### config.mk
export PLATFORM = sky130hd
export DESIGN_NAME = load_pressure_qualifier
export DESIGN_NICKNAME = d
export VERILOG_FILES = /design/src/hw/rtl/lpq_pkg.sv /design/src/hw/rtl/load_pressure_qualifier.sv /design/src/hw/rtl/lpq_link_monitor.sv /design/src/hw/rtl/lpq_load_tracker.sv
export SDC_FILE = /design/constraint.sdc
export NUM_CORES = 1
export LEC_CHECK = 0
export BUFFER_PORTS_ARGS = -buffer_cell sky130_fd_sc_hd__buf_2
export CORE_MARGIN = 2
export CORE_UTILIZATION = 40
export DETAILED_ROUTE_END_ITERATION = 8
export GPL_TIMING_DRIVEN = 0
export PLACE_DENSITY_LB_ADDON = 0.3
export SYNTH_ARGS = -nofsm -noshare
export SYNTH_HDL_FRONTEND = slang
export SYNTH_SLANG_ARGS = --single-unit
### constraint.sdc
create_clock -name clock -period 25.3 [get_ports clock]
set_input_delay 1.265 -clock clock [delete_from_list [all_inputs] [get_ports clock]]
set_output_delay 1.265 -clock clock [all_outputs]
set_load 0.005 [all_outputs]
### src/hw/rtl/lpq_pkg.sv
// lpq_pkg: shared constants and types for the load pressure qualifier.
// Used by lpq_link_monitor, lpq_load_tracker and load_pressure_qualifier.
// No dependencies.
package lpq_pkg;

   localparam int HISTORY_DEPTH_DEFAULT = 5;

   localparam int unsigned FAIL_COUNT_MAX   = 200;
   localparam int unsigned FAIL_COUNT_LIMIT = 5;
   localparam int unsigned KPA_SCALE        = 20;

   localparam logic [15:0] LOAD_LIMIT_RESET   = 16'd0;
   localparam logic [15:0] MOVE_DELTA_RESET   = 16'(2 * KPA_SCALE);
   localparam logic [15:0] FAIL_TIMEOUT_RESET = 16'd2000;

   // configuration register indexes
   localparam logic [1:0] CSR_LOAD_LIMIT   = 2'd0;
   localparam logic [1:0] CSR_MOVE_DELTA   = 2'd1;
   localparam logic [1:0] CSR_FAIL_TIMEOUT = 2'd2;

   // load classes
   localparam logic [1:0] CLASS_UNKNOWN = 2'd0;
   localparam logic [1:0] CLASS_LOADED  = 2'd1;
   localparam logic [1:0] CLASS_EMPTY   = 2'd2;

   typedef struct packed {
      logic        fork_moving;
      logic        carrying;
      logic        history_stable;
      logic [15:0] pressure_kpa;
   } track_result_type;

endpackage

### src/hw/rtl/load_pressure_qualifier.sv
// load_pressure_qualifier: top level of the fork load pressure qualifier.
// Depends on lpq_pkg, lpq_link_monitor and lpq_load_tracker.
// An accepted item passes from the input register through the combinational
// state update into the result register, which loads once it is empty or
// its result is taken. Throughput: one item per cycle while rsp_ready is
// held high, set by the combinational state update between the two registers.
// Reset (synchronous): clears the valid flags and tracking state and restores register defaults.
module load_pressure_qualifier
   import lpq_pkg::*;
#(
   parameter int HISTORY_DEPTH = HISTORY_DEPTH_DEFAULT
) (
   input  logic        clock,
   input  logic        reset,
   // input items
   input  logic        req_valid,
   output logic        req_ready,
   input  logic        req_link_ok,
   input  logic [15:0] req_raw_reading,
   input  logic [31:0] req_now_ms,
   // result items
   output logic        rsp_valid,
   input  logic        rsp_ready,
   output logic        rsp_link_good,
   output logic        rsp_fork_moving,
   output logic        rsp_carrying,
   output logic [15:0] rsp_raw_echo,
   output logic [15:0] rsp_pressure_kpa,
   output logic        rsp_history_stable,
   // configuration writes
   input  logic        csr_valid,
   output logic        csr_ready,
   input  logic [1:0]  csr_index,
   input  logic [15:0] csr_wdata
);

   // configuration registers
   logic [15:0] load_limit_ff;
   logic [15:0] move_delta_ff;
   logic [15:0] fail_timeout_ff;

   // input register
   logic        hold_valid_ff;
   logic        hold_link_ok_ff;
   logic [15:0] hold_raw_ff;
   logic [31:0] hold_now_ff;

   // result register
   logic        rsp_valid_ff;
   logic        rsp_link_good_ff;
   logic        rsp_fork_moving_ff;
   logic        rsp_carrying_ff;
   logic [15:0] rsp_raw_echo_ff;
   logic [15:0] rsp_pressure_ff;
   logic        rsp_stable_ff;

   logic             advance;
   logic             link_lost;
   track_result_type track;

   // Advance the held item whenever the result register is empty or drains
   // this cycle; the input register refills in the same cycle.
   assign advance   = hold_valid_ff && (!rsp_valid_ff || rsp_ready);
   assign req_ready = !hold_valid_ff || advance;
   assign csr_ready = 1'b1;

   // Configuration: writes to unknown indexes are dropped.
   always_ff @(posedge clock) begin
      if (reset) begin
         load_limit_ff   <= LOAD_LIMIT_RESET;
         move_delta_ff   <= MOVE_DELTA_RESET;
         fail_timeout_ff <= FAIL_TIMEOUT_RESET;
      end else if (csr_valid) begin
         unique case (csr_index)
            CSR_LOAD_LIMIT:   load_limit_ff   <= csr_wdata;
            CSR_MOVE_DELTA:   move_delta_ff   <= csr_wdata;
            CSR_FAIL_TIMEOUT: fail_timeout_ff <= csr_wdata;
            default: ;
         endcase
      end
   end

   // Input register: take a new item whenever the slot is free or advancing.
   always_ff @(posedge clock) begin
      if (reset) begin
         hold_valid_ff <= 1'b0;
      end else if (req_ready) begin
         hold_valid_ff <= req_valid;
      end
   end

   always_ff @(posedge clock) begin
      if (req_valid && req_ready) begin
         hold_link_ok_ff <= req_link_ok;
         hold_raw_ff     <= req_raw_reading;
         hold_now_ff     <= req_now_ms;
      end
   end

   // Failure tracking updates on every processed item, lost or not.
   lpq_link_monitor u_link_monitor (
      .clock           (clock),
      .reset           (reset),
      .step            (advance),
      .link_ok         (hold_link_ok_ff),
      .now_ms          (hold_now_ff),
      .fail_timeout_ms (fail_timeout_ff),
      .link_lost       (link_lost)
   );

   // Pressure and load state freeze while the link is declared lost.
   lpq_load_tracker #(
      .HISTORY_DEPTH (HISTORY_DEPTH)
   ) u_load_tracker (
      .clock       (clock),
      .reset       (reset),
      .step        (advance && !link_lost),
      .raw_reading (hold_raw_ff),
      .load_limit  (load_limit_ff),
      .move_delta  (move_delta_ff),
      .result      (track)
   );

   // Result register: hold until taken; a lost link gives an all-zero item.
   always_ff @(posedge clock) begin
      if (reset) begin
         rsp_valid_ff <= 1'b0;
      end else if (advance) begin
         rsp_valid_ff <= 1'b1;
      end else if (rsp_ready) begin
         rsp_valid_ff <= 1'b0;
      end
   end

   always_ff @(posedge clock) begin
      if (advance) begin
         if (link_lost) begin
            rsp_link_good_ff   <= 1'b0;
            rsp_fork_moving_ff <= 1'b0;
            rsp_carrying_ff    <= 1'b0;
            rsp_raw_echo_ff    <= 16'd0;
            rsp_pressure_ff    <= 16'd0;
            rsp_stable_ff      <= 1'b0;
         end else begin
            rsp_link_good_ff   <= 1'b1;
            rsp_fork_moving_ff <= track.fork_moving;
            rsp_carrying_ff    <= track.carrying;
            rsp_raw_echo_ff    <= hold_raw_ff;
            rsp_pressure_ff    <= track.pressure_kpa;
            rsp_stable_ff      <= track.history_stable;
         end
      end
   end

   assign rsp_valid          = rsp_valid_ff;
   assign rsp_link_good      = rsp_link_good_ff;
   assign rsp_fork_moving    = rsp_fork_moving_ff;
   assign rsp_carrying       = rsp_carrying_ff;
   assign rsp_raw_echo       = rsp_raw_echo_ff;
   assign rsp_pressure_kpa   = rsp_pressure_ff;
   assign rsp_history_stable = rsp_stable_ff;

endmodule

### src/hw/rtl/lpq_link_monitor.sv
// lpq_link_monitor: failed-poll counter, first-failure timestamp and
// link-lost decision. Depends on lpq_pkg.
module lpq_link_monitor
   import lpq_pkg::*;
(
   input  logic        clock,
   input  logic        reset,
   input  logic        step,
   input  logic        link_ok,
   input  logic [31:0] now_ms,
   input  logic [15:0] fail_timeout_ms,
   output logic        link_lost
);

   logic [7:0]  fail_count_ff, fail_count_in;
   logic [31:0] first_fail_ff, first_fail_in;
   logic [31:0] elapsed;

   always_comb begin
      if (link_ok) begin
         fail_count_in = 8'd0;
      end else if (fail_count_ff < 8'(FAIL_COUNT_MAX)) begin
         fail_count_in = fail_count_ff + 8'd1;
      end else begin
         fail_count_in = fail_count_ff;
      end
      // latch the time of the first failure of a run
      if (!link_ok && fail_count_in == 8'd1) begin
         first_fail_in = now_ms;
      end else begin
         first_fail_in = first_fail_ff;
      end
      elapsed   = now_ms - first_fail_in;
      link_lost = (fail_count_in > 8'(FAIL_COUNT_LIMIT)) &&
                  (elapsed > {16'd0, fail_timeout_ms});
   end

   always_ff @(posedge clock) begin
      if (reset) begin
         fail_count_ff <= 8'd0;
         first_fail_ff <= 32'd0;
      end else if (step) begin
         fail_count_ff <= fail_count_in;
         first_fail_ff <= first_fail_in;
      end
   end

endmodule

### src/hw/rtl/lpq_load_tracker.sv
// lpq_load_tracker: kPa scaling, motion detect, class history ring and
// carry flag. Depends on lpq_pkg.
module lpq_load_tracker
   import lpq_pkg::*;
#(
   parameter int HISTORY_DEPTH = HISTORY_DEPTH_DEFAULT
) (
   input  logic             clock,
   input  logic             reset,
   input  logic             step,
   input  logic [15:0]      raw_reading,
   input  logic [15:0]      load_limit,
   input  logic [15:0]      move_delta,
   output track_result_type result
);

   localparam int IDX_W = $clog2(HISTORY_DEPTH);

   logic [15:0]      prev_pressure_ff;
   logic [1:0]       history_ff [HISTORY_DEPTH];
   logic [1:0]       history_in [HISTORY_DEPTH];
   logic [IDX_W-1:0] wr_idx_ff, wr_idx_in;
   logic [1:0]       stable_class_ff;
   logic             carry_ff, carry_in;

   logic [15:0] pressure;
   logic [15:0] diff;
   logic [1:0]  cls;
   logic        stable;

   always_comb begin
      pressure = 16'(raw_reading * KPA_SCALE);
      diff = (pressure >= prev_pressure_ff) ? pressure - prev_pressure_ff
                                            : prev_pressure_ff - pressure;
      cls = (pressure > load_limit) ? CLASS_LOADED : CLASS_EMPTY;

      for (int i = 0; i < HISTORY_DEPTH; i++) begin
         history_in[i] = (wr_idx_ff == IDX_W'(i)) ? cls : history_ff[i];
      end
      wr_idx_in = (wr_idx_ff == IDX_W'(HISTORY_DEPTH - 1)) ? '0 : wr_idx_ff + 1'b1;

      stable = 1'b1;
      for (int i = 1; i < HISTORY_DEPTH; i++) begin
         if (history_in[i] != history_in[0]) begin
            stable = 1'b0;
         end
      end

      carry_in = carry_ff;
      if (stable) begin
         if (stable_class_ff == CLASS_LOADED) begin
            carry_in = 1'b1;
         end else if (history_in[0] == CLASS_EMPTY) begin
            carry_in = 1'b0;
         end
      end

      result.fork_moving    = (diff >= move_delta);
      result.carrying       = carry_in;
      result.history_stable = stable;
      result.pressure_kpa   = pressure;
   end

   always_ff @(posedge clock) begin
      if (reset) begin
         prev_pressure_ff <= 16'd0;
         wr_idx_ff        <= '0;
         stable_class_ff  <= CLASS_UNKNOWN;
         carry_ff         <= 1'b0;
         for (int i = 0; i < HISTORY_DEPTH; i++) begin
            history_ff[i] <= CLASS_UNKNOWN;
         end
      end else if (step) begin
         prev_pressure_ff <= pressure;
         wr_idx_ff        <= wr_idx_in;
         carry_ff         <= carry_in;
         if (stable) begin
            stable_class_ff <= history_in[0];
         end
         for (int i = 0; i < HISTORY_DEPTH; i++) begin
            history_ff[i] <= history_in[i];
         end
      end
   end

endmodule
==> insert_results.sql <==
INSERT INTO impl_metrics (metric_group, metric, value, unit) VALUES
('placed_design', 'finalWeightedCongestion', '0.914', ''),
('synth', 'netlist_instances', '1518', ''),
('finish', 'synthToLayoutAreaGrowth', '14.6', '%'),
('clock_network', 'h_tree_depth', '1', ''),
('power_and_ir_drop', 'power_frac_seq', '34.0', '%'),
('power_and_ir_drop', 'switching_power', '0.378', 'mW'),
('timing', 'maxSlewViolCount', '0', ''),
('min_path', 'hold_path_depth', '2', ''),
('clock_network', 'holdBufCountCts', '0', ''),
('critical_path', 'crit_path_start_kind', 'flip-flop', ''),
('power_and_ir_drop', 'powerDensity', '72.1', 'nW/um^2'),
('power_and_ir_drop', 'p_total', '1.10', 'mW'),
('critical_path', 'critPathMostFrequentCell', 'sky130_fd_sc_hd__ha_1', ''),
('clock_network', 'ctsResizeCount', '0', ''),
('placed_design', 'port_buffers', '105', ''),
('clock_network', 'clk_pin_slew', '0.06', 'ns'),
('routing', 'initialDrtViolationCount', '973', ''),
('finish', 'final_net_count', '1854', ''),
('power_and_ir_drop', 'static-leakage-power', '6.10', 'nW'),
('placed_design', 'placed_insts', '2068', ''),
('finish', 'multiInputGateArea', '7610', 'sq um'),
('synth', 'post_synth_most_frequent_cells', '180 x sky130_fd_sc_hd__nand2_1, 134 x sky130_fd_sc_hd__a21oi_1, 126 x sky130_fd_sc_hd__ha_1, 124 x sky130_fd_sc_hd__inv_1, 118 x sky130_fd_sc_hd__nor2_1', ''),
('floorplanning', 'rows', '66', ''),
('finish', 'layout.area.seq', '4930', 'sq um'),
('timing', 'finalCritPeriodShare', '42.1', '%'),
('grt', 'antenna_violations_before_repair', '0', ''),
('synth', 'synth.yosys.warnings', '0', ''),
('power_and_ir_drop', 'cellInternalPower', '0.720', 'mW'),
('floorplanning', 'dieWidth', '186', 'microns'),
('min_path', 'min-delay-start', 'move_delta_ff[6]', ''),
('critical_path', 'worstSetupPathType', 'flip-flop to flip-flop', ''),
('power_and_ir_drop', 'comb_power_share', '34.1', '%'),
('routing', 'avgViaCountPerCell', '5.47', ''),
('timing', 'rsz_0062_raised_after_global_routing', 'no', ''),
('grt', 'grt_util_all_layers', '20.4', '%'),
('routing', 'total_detailed_routing_wirelength', '36.3', 'mm'),
('critical_path', 'ff2ff_path_depth', '29', ''),
('timing', 'fmax', '93.9', 'MHz'),
('synth', 'ys_seq_area_share', '37.1', '%'),
('finish', 'post_layout_instance_count_excluding_filler_cells', '2112', ''),
('clock_network', 'tritoncts.num_buffers', '24', ''),
('timing', 'finalSetupTns', '0', 'ns'),
('floorplanning', 'io_pins', '111', ''),
('synth', 'synth_seq_cells', '201', ''),
('synth', 'synth_most_common_cell', 'sky130_fd_sc_hd__nand2_1', ''),
('routing', 'routed_length_per_placed_instance', '17.2', 'microns'),
('routing', 'drc', '0', ''),
('synth', 'synth-edff-count', '91', ''),
('clock_network', 'post-cts-setup-buffers', '0', ''),
('clock_network', 'tritoncts', 'done', ''),
('critical_path', 'timing.critical_path.slowest_stage_cell', 'sky130_fd_sc_hd__clkbuf_1', ''),
('timing', 'finClkSkew', '0.0110', 'ns'),
('timing', 'timing.final.setup_violations', '0', ''),
('synth', 'async_reset_ff_share', '0', '%'),
('clock_network', 'cts_root_buf', 'sky130_fd_sc_hd__clkbuf_16', ''),
('critical_path', 'worstPathArrival', '10.91', 'ns'),
('timing', 'hold_viol', '0', ''),
('timing', 'worstMarginPinSlew', '1.01', 'ns'),
('critical_path', 'critical_path.endpoint_type', 'flip-flop', ''),
('critical_path', 'r2r_start', 'u_link_monitor.fail_count_ff[0]', ''),
('job', 'cap_violations', '0', ''),
('critical_path', 'reg2reg_to', 'rsp_fork_moving', ''),
('critical_path', 'cp_slowest_stage_delay', '0.77', 'ns'),
('finish', 'num-fill-cells', '3174', ''),
('status', 'run_status', 'completed', ''),
('placed_design', 'dp_hpwl', '27.9', 'mm'),
('min_path', 'min_path_type', 'flip-flop to flip-flop', ''),
('clock_network', 'clock_latency', '0.53', 'ns'),
('synth', 'post_synth_main_area_contributors', 'sky130_fd_sc_hd__edfxtp_1 21%, sky130_fd_sc_hd__dfxtp_1 17%, sky130_fd_sc_hd__ha_1 12%', ''),
('timing', 'timing.hold.ws', '0.457', 'ns'),
('synth', 'dominantRegCellSynth', 'sky130_fd_sc_hd__dfxtp_1', '');
## flip-flops by register name, indices dropped and copies added (netlist names), 2 cells and up
signal,cells
u_load_tracker.prev_pressure_ff,14
u_load_tracker.history_ff,10
hold_now_ff,32
u_link_monitor.fail_count_ff,8
u_load_tracker.wr_idx_ff,3
rsp_raw_echo,16
u_link_monitor.first_fail_ff,32
hold_raw_ff,16
fail_timeout_ff,16
rsp_pressure_kpa,12
u_load_tracker.stable_class_ff,2
move_delta_ff,16
load_limit_ff,16
## per-stage QoR
stage	utilization [%]	setup WS [ns]
6_report	46.7	14.65
5_1_grt	46.7	13.75
4_1_cts	46.7	14.44
3_5_place_dp	44.2	14.51
3_3_place_gp	44.1	14.60
2_1_floorplan	-	17.15
## critical path: cells and delay by family (launching register included)
kind | cells | cell delay [ns]
fa+ha+maj | 3 | 0.93
buf+inv | 3 | 1.85
mux | 1 | 0.26
flops | 1 | 0.47
compound gates | 14 | 4.20
simple gates | 7 | 2.48
xor+xnor | 1 | 0.17
## layout make-up
type / count / share of cell area, %
sequential: 201 / 32.4
buffer: 69 / 1.86
tap: 442 / 3.63
multi-input combinational: 1123 / 50.0
clock buffer: 35 / 4.96
inverter: 126 / 3.11
timing repair buffer: 107 / 3.65
clock inverter: 9 / 0.419
## power by group through the flow
stage,Sequential [mW],Clock (mW),Combinational (mW)
after CTS,0.373,0.360,0.373
after detailed placement,0.380,0,0.370
final,0.373,0.351,0.375
after global placement,0.380,0,0.363
after global routing,0.375,0.372,0.420
after floorplan,0.377,0,0.270
## worst max path at each step
stage	startpoint	endpoint	slack, ns
finish	u_link_monitor.fail_count_ff[0]	rsp_fork_moving	14.65
global route	u_link_monitor.fail_count_ff[0]	rsp_fork_moving	13.75
CTS	u_link_monitor.fail_count_ff[0]	rsp_fork_moving	14.44
detailed placement	u_link_monitor.fail_count_ff[0]	rsp_fork_moving	14.51
global placement	u_link_monitor.fail_count_ff[0]	rsp_fork_moving	14.60
floorplan	u_link_monitor.fail_count_ff[0]	u_load_tracker.history_ff[0][0]	17.15
## per-layer routing
| layer | routed length [microns] | track usage, % |
|---|---|---|
| met5 | 0 | 0 |
| met2 | 17100 | 34.8 |
| met3 | 1530 | 2.43 |
| met1 | 16200 | 26.3 |
| met4 | 1570 | 8.46 |
## cell families (layout without fill, tap and decap cells)
group                    Yosys count  after routing  share of synthesized area [%]
AO/OA/AOI/OAI                    423            423                           20.9
XOR/XNOR                          41             41                           2.70
adder cells (fa/ha/maj)          132            132                           12.6
buffers and inverters            195            346                           5.67
flip-flops                       201            201                           37.1
multiplexers                      52             52                           4.15
other                              2              3                         0.0565
AND/OR/NAND/NOR                  472            472                           16.8
## cells in the final DEF (no fill, tap or decap), types with 11 or more instances in the layout
cell type and n:
sky130_fd_sc_hd__inv_1 124, sky130_fd_sc_hd__dfxtp_1 110, sky130_fd_sc_hd__nor2_1 118, sky130_fd_sc_hd__mux2i_1 42, sky130_fd_sc_hd__edfxtp_1 91, sky130_fd_sc_hd__o31ai_1 12
sky130_fd_sc_hd__clkbuf_16 27, sky130_fd_sc_hd__nand3_1 26, sky130_fd_sc_hd__nand2_1 180, sky130_fd_sc_hd__nand2b_1 14, sky130_fd_sc_hd__xor2_1 15, sky130_fd_sc_hd__a21o_1 28
sky130_fd_sc_hd__o211ai_1 20, sky130_fd_sc_hd__clkbuf_1 59, sky130_fd_sc_hd__o21ai_0 70, sky130_fd_sc_hd__nand4_1 13, sky130_fd_sc_hd__nor3_1 24, sky130_fd_sc_hd__a211oi_1 42
sky130_fd_sc_hd__a21oi_1 134, sky130_fd_sc_hd__xnor2_1 26, sky130_fd_sc_hd__a31oi_1 11, sky130_fd_sc_hd__buf_2 106, sky130_fd_sc_hd__ha_1 126, sky130_fd_sc_hd__nor2b_1 33
Power figures use the tool's default switching activity.
